[config.mk]
export PLATFORM = sky130hd
export DESIGN_NAME = modified_utf7_encoder
export DESIGN_NICKNAME = d
export VERILOG_FILES = /design/src/rtl/mu7_pkg.sv /design/src/rtl/mu7_front.sv /design/src/rtl/mu7_fifo.sv /design/src/rtl/mu7_back.sv /design/src/rtl/modified_utf7_encoder.sv
export SDC_FILE = /design/constraint.sdc
export NUM_CORES = 1
export LEC_CHECK = 0
export ABC_AREA = 1
export BUFFER_PORTS_ARGS = -buffer_cell sky130_fd_sc_hd__buf_4
export CAP_MARGIN = 30
export CORE_MARGIN = 2
export CORE_UTILIZATION = 51
export CTS_BUF_LIST = sky130_fd_sc_hd__clkbuf_8 sky130_fd_sc_hd__clkbuf_16
export CTS_CLUSTER_SIZE = 14
export DETAILED_ROUTE_END_ITERATION = 7
export PLACE_DENSITY = 0.77
export SLEW_MARGIN = 20
export SYNTH_ARGS = -nofsm -noshare
export SYNTH_HDL_FRONTEND = slang
export SYNTH_SLANG_ARGS = --single-unit
[constraint.sdc]
create_clock -name clk -period 5.5 [get_ports clk]
set_input_delay 1.1 -clock clk [delete_from_list [all_inputs] [get_ports clk]]
set_output_delay 1.1 -clock clk [all_outputs]
set_load 0.02 [all_outputs]
[src/rtl/mu7_pkg.sv]
// Shared types, character codes and the base64 alphabet for the modified UTF-7 encoder.
package mu7_pkg;

  localparam logic [6:0] CH_AMP        = 7'h26;
  localparam logic [6:0] CH_DASH       = 7'h2D;
  localparam logic [6:0] CH_UNDERSCORE = 7'h5F;
  localparam logic [6:0] CH_UPPER_A    = 7'h41;
  localparam logic [6:0] CH_LOWER_A    = 7'h61;
  localparam logic [6:0] CH_DIGIT_0    = 7'h30;
  localparam logic [6:0] CH_PLUS       = 7'h2B;
  localparam logic [6:0] CH_COMMA      = 7'h2C;

  localparam logic [7:0] BYTE_SPACE      = 8'h20;
  localparam logic [7:0] BYTE_TILDE      = 8'h7E;
  localparam logic [7:0] BYTE_UNDERSCORE = 8'h5F;
  localparam logic [7:0] BYTE_HIGH       = 8'h80;
  localparam logic [7:0] BYTE_LEAD3      = 8'hE0;
  localparam logic [7:0] BYTE_LEAD4      = 8'hF0;

  localparam logic [20:0] CP_SUPPLEMENTARY = 21'h10000;
  localparam logic [15:0] SURR_HIGH_BASE   = 16'hD800;
  localparam logic [5:0]  SURR_LOW_TAG     = 6'b110111;

  typedef enum logic [1:0] {
    CMD_PRINT = 2'd0,
    CMD_ENC   = 2'd1,
    CMD_END   = 2'd2
  } cmd_kind_t;

  // One classified input item, handed from the front end to the emitter.
  typedef struct packed {
    cmd_kind_t   kind;
    logic [6:0]  chr;
    logic [1:0]  nunits;
    logic [15:0] unit0;
    logic [15:0] unit1;
  } cmd_t;

  function automatic logic [6:0] b64_char(input logic [5:0] v);
    logic [6:0] w;
    w = {1'b0, v};
    if (v < 6'd26) begin
      return CH_UPPER_A + w;
    end else if (v < 6'd52) begin
      return CH_LOWER_A + w - 7'd26;
    end else if (v < 6'd62) begin
      return CH_DIGIT_0 + w - 7'd52;
    end else if (v == 6'd62) begin
      return CH_PLUS;
    end else begin
      return CH_COMMA;
    end
  endfunction

endpackage

[src/rtl/mu7_front.sv]
// Front end: accepts input bytes, assembles UTF-8 code points and classifies each item.
module mu7_front
  import mu7_pkg::*;
(
  input  logic       clk,
  input  logic       rst_n,
  input  logic       in_tvalid,
  output logic       in_tready,
  input  logic [7:0] in_tdata,
  input  logic [0:0] in_tuser,
  input  logic       space_to_underscore,
  input  logic       q_full,
  output logic       q_push,
  output cmd_t       q_cmd
);

  logic [2:0]  utf8_total_r, utf8_total_nxt;
  logic [2:0]  utf8_count_r, utf8_count_nxt;
  logic [20:0] code_point_r, code_point_nxt;

  logic [7:0]  c;
  logic        printable;
  logic        complete;
  logic [2:0]  count_inc;
  logic [20:0] cp_off;

  assign c         = in_tdata;
  assign in_tready = !q_full;
  assign q_push    = in_tvalid && !q_full;
  assign count_inc = utf8_count_r + 3'd1;
  assign printable = (c >= BYTE_SPACE) && (c <= BYTE_TILDE) &&
                     !((c == BYTE_UNDERSCORE) && space_to_underscore);

  always_comb begin
    utf8_total_nxt = utf8_total_r;
    utf8_count_nxt = utf8_count_r;
    code_point_nxt = code_point_r;
    complete       = 1'b0;
    cp_off         = '0;
    q_cmd          = '0;
    q_cmd.kind     = CMD_END;

    if (in_tuser[0]) begin
      q_cmd.kind     = CMD_END;
      utf8_total_nxt = '0;
      utf8_count_nxt = '0;
      code_point_nxt = '0;
    end else if (printable) begin
      q_cmd.kind = CMD_PRINT;
      q_cmd.chr  = (space_to_underscore && (c == BYTE_SPACE)) ? CH_UNDERSCORE : c[6:0];
      // Leaving base64 mode always drops a partial sequence.
      utf8_total_nxt = '0;
      utf8_count_nxt = '0;
    end else begin
      q_cmd.kind = CMD_ENC;
      if (c < BYTE_HIGH) begin
        code_point_nxt = {13'd0, c};
        complete       = 1'b1;
      end else if (utf8_total_r != 3'd0) begin
        code_point_nxt = {code_point_r[14:0], c[5:0]};
        utf8_count_nxt = count_inc;
        complete       = !(count_inc < utf8_total_r);
      end else begin
        // Any byte that opens a sequence here, stray continuations included.
        utf8_count_nxt = 3'd1;
        if (c < BYTE_LEAD3) begin
          utf8_total_nxt = 3'd2;
          code_point_nxt = {16'd0, c[4:0]};
        end else if (c < BYTE_LEAD4) begin
          utf8_total_nxt = 3'd3;
          code_point_nxt = {17'd0, c[3:0]};
        end else begin
          utf8_total_nxt = 3'd4;
          code_point_nxt = {18'd0, c[2:0]};
        end
      end
      if (complete) begin
        utf8_total_nxt = '0;
        cp_off         = code_point_nxt - CP_SUPPLEMENTARY;
        if (code_point_nxt >= CP_SUPPLEMENTARY) begin
          q_cmd.nunits = 2'd2;
          q_cmd.unit0  = 16'(cp_off[20:10]) + SURR_HIGH_BASE;
          q_cmd.unit1  = {SURR_LOW_TAG, cp_off[9:0]};
        end else begin
          q_cmd.nunits = 2'd1;
          q_cmd.unit0  = code_point_nxt[15:0];
        end
      end
    end
  end

  always_ff @(posedge clk) begin
    if (!rst_n) begin
      utf8_total_r <= '0;
      utf8_count_r <= '0;
      code_point_r <= '0;
    end else if (q_push) begin
      utf8_total_r <= utf8_total_nxt;
      utf8_count_r <= utf8_count_nxt;
      code_point_r <= code_point_nxt;
    end
  end

endmodule

[src/rtl/mu7_fifo.sv]
// Short command queue between the front end and the character emitter.
module mu7_fifo
  import mu7_pkg::*;
#(
  parameter int DEPTH = 4
) (
  input  logic clk,
  input  logic rst_n,
  input  logic push,
  input  cmd_t push_cmd,
  output logic full,
  input  logic pop,
  output cmd_t pop_cmd,
  output logic valid
);

  localparam int PTR_W = (DEPTH > 1) ? $clog2(DEPTH) : 1;
  localparam int CNT_W = $clog2(DEPTH + 1);

  cmd_t             mem_r [DEPTH];
  logic [PTR_W-1:0] wr_ptr_r, wr_ptr_nxt;
  logic [PTR_W-1:0] rd_ptr_r, rd_ptr_nxt;
  logic [CNT_W-1:0] count_r, count_nxt;

  assign full    = (count_r == CNT_W'(DEPTH));
  assign valid   = (count_r != '0);
  assign pop_cmd = mem_r[rd_ptr_r];

  always_comb begin
    wr_ptr_nxt = wr_ptr_r;
    rd_ptr_nxt = rd_ptr_r;
    count_nxt  = count_r;
    if (push) begin
      wr_ptr_nxt = (wr_ptr_r == PTR_W'(DEPTH - 1)) ? '0 : wr_ptr_r + PTR_W'(1);
    end
    if (pop) begin
      rd_ptr_nxt = (rd_ptr_r == PTR_W'(DEPTH - 1)) ? '0 : rd_ptr_r + PTR_W'(1);
    end
    if (push && !pop) begin
      count_nxt = count_r + CNT_W'(1);
    end else if (pop && !push) begin
      count_nxt = count_r - CNT_W'(1);
    end
  end

  always_ff @(posedge clk) begin
    if (!rst_n) begin
      wr_ptr_r <= '0;
      rd_ptr_r <= '0;
      count_r  <= '0;
    end else begin
      wr_ptr_r <= wr_ptr_nxt;
      rd_ptr_r <= rd_ptr_nxt;
      count_r  <= count_nxt;
    end
  end

  always_ff @(posedge clk) begin
    if (push) begin
      mem_r[wr_ptr_r] <= push_cmd;
    end
  end

endmodule

[src/rtl/mu7_back.sv]
// Emitter: runs queued commands, keeps base64 mode and the bit buffer, drives one character a beat.
module mu7_back
  import mu7_pkg::*;
(
  input  logic       clk,
  input  logic       rst_n,
  input  logic       q_valid,
  input  cmd_t       q_cmd,
  output logic       q_pop,
  output logic       out_tvalid,
  input  logic       out_tready,
  output logic [6:0] out_char,
  output logic       out_tlast
);

  typedef enum logic [6:0] {
    ST_IDLE    = 7'b0000001,
    ST_FLUSH   = 7'b0000010,
    ST_DASH    = 7'b0000100,
    ST_CHAR    = 7'b0001000,
    ST_AMPDASH = 7'b0010000,
    ST_OPEN    = 7'b0100000,
    ST_SEXT    = 7'b1000000
  } st_t;

  st_t         st_r, st_nxt, st_act;
  cmd_t        cmd_r, cmd_nxt;
  logic        shift_r, shift_nxt, shift_act;
  logic [19:0] buf_r, buf_nxt, buf_act;
  logic [4:0]  pend_r, pend_nxt, pend_act;
  logic        more_r, more_nxt, more_act;
  logic        out_valid_r;
  logic [6:0]  out_char_r;
  logic        out_last_r;

  logic        fire;
  logic        done;
  logic [6:0]  emit_char;
  logic [4:0]  pend_dec;
  logic [5:0]  flush_sext;

  assign fire       = (st_r != ST_IDLE) && (!out_valid_r || out_tready);
  assign pend_dec   = pend_r - 5'd6;
  assign flush_sext = 6'(buf_r[5:0] << (5'd6 - pend_r));

  always_comb begin
    st_act    = st_r;
    shift_act = shift_r;
    buf_act   = buf_r;
    pend_act  = pend_r;
    more_act  = more_r;
    emit_char = '0;
    done      = 1'b0;

    if (fire) begin
      unique case (st_r)
        ST_FLUSH: begin
          emit_char = b64_char(flush_sext);
          pend_act  = '0;
          st_act    = ST_DASH;
        end
        ST_DASH: begin
          emit_char = CH_DASH;
          shift_act = 1'b0;
          pend_act  = '0;
          if (cmd_r.kind == CMD_END) begin
            buf_act = '0;
            done    = 1'b1;
          end else begin
            st_act = ST_CHAR;
          end
        end
        ST_CHAR: begin
          emit_char = cmd_r.chr;
          if (cmd_r.chr == CH_AMP) begin
            st_act = ST_AMPDASH;
          end else begin
            done = 1'b1;
          end
        end
        ST_AMPDASH: begin
          emit_char = CH_DASH;
          done      = 1'b1;
        end
        ST_OPEN: begin
          emit_char = CH_AMP;
          shift_act = 1'b1;
          if (cmd_r.nunits != 2'd0) begin
            buf_act  = {buf_r[3:0], cmd_r.unit0};
            pend_act = pend_r + 5'd16;
            more_act = (cmd_r.nunits == 2'd2);
            st_act   = ST_SEXT;
          end else begin
            done = 1'b1;
          end
        end
        ST_SEXT: begin
          emit_char = b64_char(6'(buf_r >> pend_dec));
          pend_act  = pend_dec;
          if (pend_dec >= 5'd6) begin
            st_act = ST_SEXT;
          end else if (more_r) begin
            buf_act  = {buf_r[3:0], cmd_r.unit1};
            pend_act = pend_dec + 5'd16;
            more_act = 1'b0;
          end else begin
            done = 1'b1;
          end
        end
        default: begin
          st_act = st_r;
        end
      endcase
    end
    if (done) begin
      st_act = ST_IDLE;
    end
  end

  // The next command starts in the same cycle the current one emits its final beat.
  always_comb begin
    st_nxt    = st_act;
    shift_nxt = shift_act;
    buf_nxt   = buf_act;
    pend_nxt  = pend_act;
    more_nxt  = more_act;
    cmd_nxt   = cmd_r;
    q_pop     = (st_act == ST_IDLE) && q_valid;

    if (q_pop) begin
      cmd_nxt = q_cmd;
      case (q_cmd.kind)
        CMD_PRINT: begin
          if (shift_act) begin
            st_nxt = (pend_act != 5'd0) ? ST_FLUSH : ST_DASH;
          end else begin
            st_nxt = ST_CHAR;
          end
        end
        CMD_ENC: begin
          if (!shift_act) begin
            st_nxt = ST_OPEN;
          end else if (q_cmd.nunits != 2'd0) begin
            buf_nxt  = {buf_act[3:0], q_cmd.unit0};
            pend_nxt = pend_act + 5'd16;
            more_nxt = (q_cmd.nunits == 2'd2);
            st_nxt   = ST_SEXT;
          end else begin
            st_nxt = ST_IDLE;
          end
        end
        default: begin
          // End of string: close base64 mode if open, otherwise just clear.
          if (shift_act) begin
            st_nxt = (pend_act != 5'd0) ? ST_FLUSH : ST_DASH;
          end else begin
            st_nxt    = ST_IDLE;
            shift_nxt = 1'b0;
            buf_nxt   = '0;
            pend_nxt  = '0;
          end
        end
      endcase
    end
  end

  always_ff @(posedge clk) begin
    if (!rst_n) begin
      st_r        <= ST_IDLE;
      shift_r     <= 1'b0;
      buf_r       <= '0;
      pend_r      <= '0;
      more_r      <= 1'b0;
      out_valid_r <= 1'b0;
    end else begin
      st_r    <= st_nxt;
      shift_r <= shift_nxt;
      buf_r   <= buf_nxt;
      pend_r  <= pend_nxt;
      more_r  <= more_nxt;
      if (fire) begin
        out_valid_r <= 1'b1;
      end else if (out_tready) begin
        out_valid_r <= 1'b0;
      end
    end
  end

  always_ff @(posedge clk) begin
    cmd_r <= cmd_nxt;
    if (fire) begin
      out_char_r <= emit_char;
      out_last_r <= done;
    end
  end

  assign out_tvalid = out_valid_r;
  assign out_char   = out_char_r;
  assign out_tlast  = out_last_r;

endmodule

[src/rtl/modified_utf7_encoder.sv]
// Top level of the modified UTF-7 encoder: front end, command queue and character emitter.
// An item's first character passes through the command queue, the emitter state register and the output register.
// Throughput: the emitter drives one character per cycle unless the output stalls; an item yields
// one to six characters, or none at all.
// The input is held off only while the command queue is full.
// Reset (synchronous, rst_n low) returns to direct mode, empties the queue, clears space mapping.
module modified_utf7_encoder
  import mu7_pkg::*;
#(
  parameter int QUEUE_DEPTH = 4
) (
  input  logic       clk,
  input  logic       rst_n,
  input  logic       in_tvalid,
  output logic       in_tready,
  input  logic [7:0] in_tdata,   // [7:0] in_byte
  input  logic [0:0] in_tuser,   // [0] end_of_string
  output logic       out_tvalid,
  input  logic       out_tready,
  output logic [7:0] out_tdata,  // [6:0] out_char, [7] zero
  output logic       out_tlast,
  input  logic       cfg_valid,
  output logic       cfg_ready,
  input  logic       cfg_data
);

  logic       space_to_underscore_r;
  logic       q_push;
  logic       q_full;
  logic       q_pop;
  logic       q_valid;
  cmd_t       push_cmd;
  cmd_t       pop_cmd;
  logic [6:0] out_char;

  assign cfg_ready = 1'b1;

  always_ff @(posedge clk) begin
    if (!rst_n) begin
      space_to_underscore_r <= 1'b0;
    end else if (cfg_valid && cfg_ready) begin
      space_to_underscore_r <= cfg_data;
    end
  end

  mu7_front u_front (
    .clk                 (clk),
    .rst_n               (rst_n),
    .in_tvalid           (in_tvalid),
    .in_tready           (in_tready),
    .in_tdata            (in_tdata),
    .in_tuser            (in_tuser),
    .space_to_underscore (space_to_underscore_r),
    .q_full              (q_full),
    .q_push              (q_push),
    .q_cmd               (push_cmd)
  );

  mu7_fifo #(
    .DEPTH (QUEUE_DEPTH)
  ) u_fifo (
    .clk      (clk),
    .rst_n    (rst_n),
    .push     (q_push),
    .push_cmd (push_cmd),
    .full     (q_full),
    .pop      (q_pop),
    .pop_cmd  (pop_cmd),
    .valid    (q_valid)
  );

  mu7_back u_back (
    .clk        (clk),
    .rst_n      (rst_n),
    .q_valid    (q_valid),
    .q_cmd      (pop_cmd),
    .q_pop      (q_pop),
    .out_tvalid (out_tvalid),
    .out_tready (out_tready),
    .out_char   (out_char),
    .out_tlast  (out_tlast)
  );

  assign out_tdata = {1'b0, out_char};

  a_reset_clears_output: assert property (@(posedge clk) !rst_n |=> !out_tvalid)
    else $error("output beat valid right after reset");

  a_no_push_when_full: assert property (@(posedge clk) disable iff (!rst_n)
    !(q_push && q_full))
    else $error("command pushed into a full queue");

  a_no_pop_when_empty: assert property (@(posedge clk) disable iff (!rst_n)
    q_pop |-> q_valid)
    else $error("command popped from an empty queue");

endmodule

==> results of run 1 <==
[Yosys cell counts, types with 13 or more instances]
| master | instances | area share, % |
|---|---|---|
| sky130_fd_sc_hd__clkbuf_1 | 28 | 0.81 |
| sky130_fd_sc_hd__inv_1 | 136 | 3.9 |
| sky130_fd_sc_hd__o22ai_1 | 37 | 1.8 |
| sky130_fd_sc_hd__inv_2 | 13 | 0.37 |
| sky130_fd_sc_hd__edfxtp_1 | 193 | 44 |
| sky130_fd_sc_hd__a21oi_1 | 91 | 3.5 |
| sky130_fd_sc_hd__nor2_1 | 160 | 4.6 |
| sky130_fd_sc_hd__nand2_1 | 321 | 9.2 |
| sky130_fd_sc_hd__buf_2 | 14 | 0.54 |
| sky130_fd_sc_hd__o21ai_0 | 120 | 4.6 |
| sky130_fd_sc_hd__dfxtp_1 | 66 | 10 |
| sky130_fd_sc_hd__nand3_1 | 84 | 3.2 |
| sky130_fd_sc_hd__ha_1 | 24 | 2.3 |
[cell type report]
cell class / count / area, um2
timing repair buffer: 41 / 362
inverter: 155 / 592
multi-input combinational: 991 / 5100
clock inverter: 22 / 171
clock buffer: 28 / 701
tap: 330 / 413
sequential: 259 / 7120
fill: 2176 / 10700
[flip-flops by register name (all words and copies together) (netlist names), 3 cells and up, named ones only]
name and flops:
u_fifo.mem_r 148, u_front.utf8_count_r 3, u_front.utf8_total_r 3, u_back.cmd_r 37, u_back.out_char 7, u_back.st_r 7
u_front.code_point_r 15, u_back.buf_r 20, u_fifo.count_r 3, u_back.pend_r 5
[through the flow]
stage / instance area [um2] / power [uW] / hold slack [ns] / worst slack (ns)
finish: 14500 / 6040 / 0.467 / 1.31
global route: 14500 / 6350 / 0.482 / 0.907
CTS: 14400 / 6050 / 0.465 / 1.37
detailed placement: 13600 / 4290 / 0.456 / 1.40
global placement: 13500 / 4230 / 0.454 / 1.52
floorplan: 13100 / 3830 / 0.445 / 2.20
[routing by layer]
| metal | vias up | share of wire (%) | track usage (%) |
|---|---|---|---|
| li1 | 5022 | - | - |
| met1 | 4767 | 44 | 29.9 |
| met2 | 279 | 49 | 39.2 |
| met3 | 59 | 5.1 | 2.35 |
| met4 | 0 | 2.4 | 6.30 |
| met5 | - | 0 | 0.947 |
[critical path: cells and delay by family, from the launching register on]
| family | cells | cell delay [ns] |
|---|---|---|
| AO/OA/AOI/OAI | 2 | 0.22 |
| AND/OR/NAND/NOR | 14 | 1.38 |
| adder cells (fa/ha/maj) | 3 | 1.14 |
| flip-flops | 1 | 0.74 |
| buffers and inverters | 3 | 0.61 |
[cell families after synthesis]
family          count (synthesis)  synth area share [%]
simple gates                  631                  21.1
buf+inv                       210                  6.60
compound gates                320                  14.4
fa+ha+maj                      25                  2.45
xor+xnor                       11                 0.738
mux                             2                 0.153
flops                         259                  54.5
other cells                     2                0.0575
[power by group]
group	switching, uW	leakage (uW)	internal [uW]
Combinational	1140	0.00276	418
Clock	749	0.000459	1020
Sequential	130	0.00231	2580
[worst min path at each step]
stage,start,to,slack (ns),cells past startpoint
floorplan,u_front.code_point_r[0],u_front.code_point_r[0],0.45,2
global placement,u_front.code_point_r[12],u_front.code_point_r[12],0.45,2
detailed placement,u_front.code_point_r[13],u_front.code_point_r[13],0.46,2
CTS,u_front.code_point_r[13],u_front.code_point_r[13],0.47,2
global route,u_front.code_point_r[13],u_front.code_point_r[13],0.48,2
finish,u_front.code_point_r[13],u_front.code_point_r[13],0.47,2
==> reports/qor.log, run 1 <==
INFO  layout         final_cell_utilization_of_the_core=57.4%
INFO  run            drv_cap=0
INFO  detailed_routing totalWireLength=29,800um
INFO  floorplan      floorplan.initialDensity=51.8%
INFO  layout         commonest_cells_after_routing_fill_and_taps_aside=sky130_fd_sc_hd__nand2_1, sky130_fd_sc_hd__edfxtp_1, sky130_fd_sc_hd__nor2_1
INFO  critical_path  critPathMaxStageDelay=0.74ns
INFO  detailed_routing dr_total_vias=10.1k
INFO  synthesis      synth-edff-count=193
INFO  placement      finalWeightedCongestion=0.875
INFO  min_path       timing.hold.worst.class=reg2reg
INFO  floorplan      floorplan.die_area=26,900um2
INFO  synthesis      synth.ff_latch_count=259
INFO  detailed_routing route.antenna.remaining_nets=0
INFO  sta            maximum_clock_frequency=0.239GHz
INFO  sta            final_max_slew_viol_count=0
INFO  pwr            p_leak=0.00552uW
INFO  grt            global_route.usage.total=22.5%
INFO  sta            fin_setup_tns=0ns
INFO  critical_path  worstPathRequired=5.97ns
INFO  critical_path  worstSetupStartpointType=flip-flop
INFO  synthesis      yosys_most_used_dff=sky130_fd_sc_hd__edfxtp_1
INFO  synthesis      post_synthesis_average_cell_area=8.94um2
INFO  clock_tree     cts-resized-gates=0
INFO  floorplan      io_pins=27
INFO  clock_tree     cts_post_setup_buffers_inserted=0
INFO  critical_path  crit_fanout=20
INFO  critical_path  kind_of_capture_point_of_the_worst_setup_path=flip-flop
INFO  sta            grt_setup_unrepaired=false
INFO  clock_tree     clock_tree_from_tritoncts=yes
INFO  detailed_routing drt-initial-drc-count=929
INFO  synthesis      ffs_w_async_s_r_synth=0%
INFO  layout         final_layout_size_suffix_gt1_share=10.7%
INFO  synthesis      syn_area=13,100um2
INFO  synthesis      synthDistinctLibCells=57
INFO  clock_tree     cts_buffers=27
INFO  clock_tree     postCtsHoldBufs=0
INFO  detailed_routing drt_pass1_iterations=5
INFO  critical_path  path_cells=inv_1 -> ha_1 -> inv_2 -> nand2_1 -> nand2_1 -> nor2_1 -> nand3_1 -> nand3_1 -> nand2_1 -> nand2_1 -> nand2_1 -> nand2_1 -> nor2_4 -> nand2_4 -> ha_1 -> inv_1 -> fa_1 -> nor2_1 -> nor2_1 -> nand2_1 -> o21ai_0 -> a21oi_1
INFO  synthesis      yosysWarnings=0
INFO  placement      place.detailed.hpwl=20,800um
INFO  critical_path  worstSetupPathType=reg2reg
INFO  synthesis      synth.net_count=1,500
INFO  clock_tree     clock_latency_on_the_worst_skew_pair=0.56ns
INFO  layout         nNetsFinal=1,515
INFO  layout         final_instance_count_excl_fillers=1,826
INFO  placement      placed_cells_incl_taps=1,774
INFO  sta            period_share=76.2%
INFO  placement      port_buffers=24
INFO  sta            fin_worst_skew=0.0231ns
INFO  pwr            ir_drop=0.281mV
INFO  detailed_routing residual_drc=0
INFO  grt            gr_ovfl_total=0
INFO  sta            finalHoldViolations=0
INFO  layout         antenna_cells=0
INFO  grt            first_pass_grt_wire_length=48,300um
INFO  clock_tree     clock_sink_count=259
INFO  critical_path  critical_path.endpoint=u_fifo.count_r[2]
INFO  critical_path  r2r_end=u_fifo.count_r[2]
INFO  critical_path  critical-path-top-cell-by-count=sky130_fd_sc_hd__nand2_1
INFO  floorplan      design.core.area=25,200um2
INFO  grt            via_count_of_the_first_global_routing_pass=9,647
INFO  clock_tree     htree_levels=1
INFO  detailed_routing via_per_inst=5.55
INFO  detailed_routing wl_per_cell=16.3um
INFO  pwr            cellPowerDensity=418nW/um2
INFO  sta            timing.slew.headroom=36.9%
INFO  synthesis      synth.yosys.seq_area_share=54.5%
INFO  critical_path  cpMaxStageDelayCell=sky130_fd_sc_hd__dfxtp_1
INFO  synthesis      postSynthCellCount=1,460
INFO  layout         area.growth.synth_to_final=10.8%
INFO  sta            post-route-min-period=4.19ns
INFO  clock_tree     cell_at_the_root_of_the_clock_tree=sky130_fd_sc_hd__clkbuf_16
INFO  critical_path  critPathArrivalTime=4.66ns
INFO  run_status     outcome=finished clean
INFO  clock_tree     clock_slew_at_reported_path_ffs=0.06ns
INFO  floorplan      die_width=164um
INFO  critical_path  reg2reg_setup_slack=1.31ns
INFO  critical_path  origin_of_the_worst_setup_path=u_back.pend_r[1]
INFO  critical_path  worstRegToRegCells=22
INFO  sta            setup_violations=0
INFO  floorplan      core.rowCount=58
INFO  grt            antenna_found_initial=0
INFO  grt            pin_count_of_the_biggest_net_entering_global_routing=78
INFO  sta            worstMarginPinSlew=0.945ns
INFO  floorplan      floorplan.die.height=164um
INFO  critical_path  worstReg2RegStart=u_back.pend_r[1]
INFO  clock_tree     cts_buffer_depth=3
INFO  layout         commonest_non_fill_non_tap_cell_in_the_layout=sky130_fd_sc_hd__nand2_1
No activity file was read; power rests on OpenSTA's default activity.
==> run 2: changes to the inputs <==
--- a/config.mk
+++ b/config.mk
@@ -13,7 +13,7 @@
 export CTS_BUF_LIST = sky130_fd_sc_hd__clkbuf_8 sky130_fd_sc_hd__clkbuf_16
 export CTS_CLUSTER_SIZE = 14
 export DETAILED_ROUTE_END_ITERATION = 7
-export PLACE_DENSITY = 0.77
+export PLACE_DENSITY = 0.8
 export SLEW_MARGIN = 20
 export SYNTH_ARGS = -nofsm -noshare
 export SYNTH_HDL_FRONTEND = slang
==> constraint.sdc (replaced) <==
create_clock -name clk -period 3.5 [get_ports clk]
set_input_delay 0.7 -clock clk [delete_from_list [all_inputs] [get_ports clk]]
set_output_delay 0.7 -clock clk [all_outputs]
set_load 0.02 [all_outputs]
==> run 2 against run 1 <==
Effect of this change:
- count of clock-buffer cells in the layout stayed put
- cell area rose by 0.22%
- critical endpoint unchanged
- sequential cell count stayed put
- largest power group unchanged
- routed wire length is 3.7% higher
- clock power rose by 62%
- sequential power grew 58%
- highest routed layer unchanged
- sequential share of layout area decreased by 0.098 points
- die area is the same
- first-iteration DRC count increased by 21%
- global-route usage increased by 0.88 points
==> reports/qor.log, run 2 (same netlist as run 1, synthesis figures left out) <==
INFO  run_status     outcome=finished clean
INFO  floorplan      io_pins=27
INFO  clock_tree     clock_sink_count=259
INFO  layout         area.growth.synth_to_final=11.0%
INFO  clock_tree     cell_at_the_root_of_the_clock_tree=sky130_fd_sc_hd__clkbuf_16
INFO  pwr            cellPowerDensity=662nW/um2
INFO  pwr            post-layout-total-power=9590uW
INFO  critical_path  cpMaxStageDelayCell=sky130_fd_sc_hd__dfxtp_2
INFO  sta            finalHoldViolations=0
INFO  layout         final_instance_count_excl_fillers=1,834
INFO  layout         largest_registers=u_fifo.mem_r (148), u_back.cmd_r (37), u_back.buf_r (20)
INFO  critical_path  worstSetupStartpointType=flip-flop
INFO  sta            fin_worst_skew=0.0106ns
INFO  placement      place.detailed.hpwl=21,200um
INFO  layout         nNetsFinal=1,525
INFO  grt            pin_count_of_the_biggest_net_entering_global_routing=53
INFO  sta            period_share=90.0%
INFO  pwr            net-switching-power=3240uW
INFO  layout         registers.top_by_ff_count=u_fifo.mem_r
INFO  pwr            swShare=33.8%
INFO  pwr            pwr-share-clk=29.8%
INFO  min_path       timing.hold.worst.class=in2reg
INFO  sta            timing.slew.headroom=37.0%
INFO  grt            antenna_found_initial=0
INFO  clock_tree     cts_buffer_depth=3
INFO  clock_tree     cts_buffers=27
INFO  detailed_routing drt-initial-drc-count=1,121
INFO  grt            first_pass_grt_wire_length=49,900um
INFO  sta            final_max_slew_viol_count=0
INFO  layout         design_area=14,500um2
INFO  pwr            p_comb_share=25.6%
INFO  floorplan      die_width=164um
INFO  clock_tree     clock_tree_from_tritoncts=yes
INFO  detailed_routing met2WireLength=15,200um
INFO  detailed_routing route.antenna.remaining_nets=0
INFO  placement      postPlaceCellArea=13,600um2
INFO  detailed_routing dr_total_vias=10.3k
INFO  layout         number_of_flip_flops_in_the_largest_register=148
INFO  run            drv_cap=0
INFO  floorplan      core.rowCount=58
INFO  placement      finalWeightedCongestion=0.927
INFO  pwr            power.share.sequential=44.6%
INFO  floorplan      floorplan.initialDensity=51.8%
INFO  critical_path  crit_fanout=9
INFO  layout         final_layout_size_suffix_gt1_share=11.4%
INFO  sta            post-route-min-period=3.15ns
INFO  grt            via_count_of_the_first_global_routing_pass=9,830
INFO  sta            worstMarginPinSlew=0.942ns
INFO  detailed_routing residual_drc=0
INFO  layout         commonest_non_fill_non_tap_cell_in_the_layout=sky130_fd_sc_hd__nand2_1
INFO  detailed_routing via_per_inst=5.63
INFO  sta            grt_setup_unrepaired=false
INFO  detailed_routing wl_per_cell=16.9um
INFO  floorplan      design.core.area=25,200um2
INFO  grt            global_route.usage.total=23.4%
INFO  clock_tree     clock_latency_on_the_worst_skew_pair=0.53ns
INFO  pwr            p_leak=0.00554uW
INFO  critical_path  kind_of_capture_point_of_the_worst_setup_path=flip-flop
INFO  detailed_routing routed.top_layer=met4
INFO  critical_path  critPathArrivalTime=3.61ns
INFO  critical_path  path_cells=inv_1 -> ha_1 -> inv_2 -> nand2_1 -> nand2_1 -> nor2_1 -> nand3_1 -> nand3_1 -> nand2_1 -> nand2_1 -> nand2_1 -> nand2_1 -> nor2_4 -> nand2_4 -> ha_1 -> inv_1 -> fa_1 -> nor2_1 -> nor2_1 -> nand2_1 -> o21ai_0 -> a21oi_1
INFO  clock_tree     htree_levels=1
INFO  detailed_routing detailroute.wirelength.met3=1800um
INFO  detailed_routing drt_pass1_iterations=6
INFO  placement      placed_cells_incl_taps=1,785
INFO  placement      port_buffers=24
INFO  pwr            ir_drop=0.404mV
INFO  floorplan      floorplan.die_area=26,900um2
INFO  layout         commonest_cells_after_routing_fill_and_taps_aside=sky130_fd_sc_hd__nand2_1, sky130_fd_sc_hd__edfxtp_1, sky130_fd_sc_hd__nor2_1
INFO  pwr            p_int=6350uW
INFO  critical_path  worstPathRequired=3.96ns
INFO  detailed_routing detail_route.wirelength.met1=12,900um
INFO  clock_tree     clock_slew_at_reported_path_ffs=0.06ns
INFO  clock_tree     cts_post_setup_buffers_inserted=0
INFO  sta            fin_setup_tns=0ns
INFO  sta            maximum_clock_frequency=0.318GHz
INFO  critical_path  worst-path-buf-inv=3
INFO  sta            setup_violations=0
INFO  grt            gr_ovfl_total=0
INFO  critical_path  critPathMaxStageDelay=0.39ns
INFO  floorplan      floorplan.die.height=164um
INFO  detailed_routing totalWireLength=30,900um
INFO  critical_path  critical-path-top-cell-by-count=sky130_fd_sc_hd__nand2_1
INFO  critical_path  critical_path.top_delay_family=simple AND/OR/NAND/NOR gates
INFO  critical_path  worstSetupPathType=reg2reg
INFO  layout         antenna_cells=0
## run 2: cell types whose count changed in the layout (fill, tap and decap cells not counted), sizes merged
cell      previous run  this run
clkinv              16         9
clkinvlp             0         3
inv                159       160
bufinv               2         3
buf                 40        50
## run 2: final cells by class
| class | instances | area [um2] |
|---|---|---|
| Fill cell | 2142 | 10700 |
| Sequential cell | 259 | 7120 |
| Multi-Input combinational cell | 991 | 5110 |
| Clock buffer | 28 | 689 |
| Inverter | 155 | 592 |
| Tap cell | 330 | 413 |
| Timing Repair Buffer | 51 | 380 |
| Clock inverter | 20 | 191 |
## run 2: worst register-to-register path, stage by stage, from the launching register on
cell and delay (ns):
sky130_fd_sc_hd__dfxtp_2 0.39, sky130_fd_sc_hd__inv_1 0.09, sky130_fd_sc_hd__ha_1 0.31, sky130_fd_sc_hd__inv_2 0.09
sky130_fd_sc_hd__nand2_1 0.07, sky130_fd_sc_hd__nand2_1 0.04, sky130_fd_sc_hd__nor2_1 0.24, sky130_fd_sc_hd__nand3_1 0.19
sky130_fd_sc_hd__nand3_1 0.13, sky130_fd_sc_hd__nand2_1 0.05, sky130_fd_sc_hd__nand2_1 0.06, sky130_fd_sc_hd__nand2_1 0.06
sky130_fd_sc_hd__nand2_1 0.11, sky130_fd_sc_hd__nor2_4 0.06, sky130_fd_sc_hd__nand2_4 0.13, sky130_fd_sc_hd__ha_1 0.18
sky130_fd_sc_hd__inv_1 0.07, sky130_fd_sc_hd__fa_1 0.38, sky130_fd_sc_hd__nor2_1 0.12, sky130_fd_sc_hd__nor2_1 0.05
sky130_fd_sc_hd__nand2_1 0.07, sky130_fd_sc_hd__o21ai_0 0.07, sky130_fd_sc_hd__a21oi_1 0.12
## run 2: stage by stage
step | setup WS (ns) | utilization [%] | hold slack, ns
2_1_floorplan | 0.422 | - | 0.445
3_3_place_gp | 0.345 | 54.0 | 0.452
3_5_place_dp | 0.234 | 54.0 | 0.459
4_1_cts | 0.295 | 57.5 | 0.394
5_1_grt | 0.0349 | 57.5 | 0.394
6_report | 0.352 | 57.5 | 0.402
## run 2: power by group through the flow
stage	logic, uW	registers, uW	clock network (uW)
6_report	2450	4280	2860
5_1_grt	2720	4320	2990
4_1_cts	2460	4280	2870
3_5_place_dp	2440	4340	0
3_3_place_gp	2360	4310	0
2_1_floorplan	1700	4330	0
## run 2: repair_timing
item / CTS / global route
hold buffers: 0 / 0
resized for setup: 0 / 2
endpoints found under the setup margin: 0 / 4
## run 2: worst paths after layout
| kind | depth (start not counted) | to | slack (ns) | startpoint |
|---|---|---|---|---|
| max reg2reg | 22 | u_fifo.count_r[2] | 0.35 | u_back.pend_r[1] |
| min reg2reg | 2 | u_front.utf8_count_r[1] | 0.47 | u_front.utf8_count_r[1] |
| min | 1 | u_fifo.mem_r[1][42] | 0.40 | in_tuser |
| max | 22 | u_fifo.count_r[2] | 0.35 | u_back.pend_r[1] |
## run 2: metal layers
layer / vias up / global-route usage [%]
met5: - / 0
met4: 0 / 8.33
met3: 77 / 2.73
met2: 363 / 41.0
met1: 4854 / 30.0
li1: 5024 / -
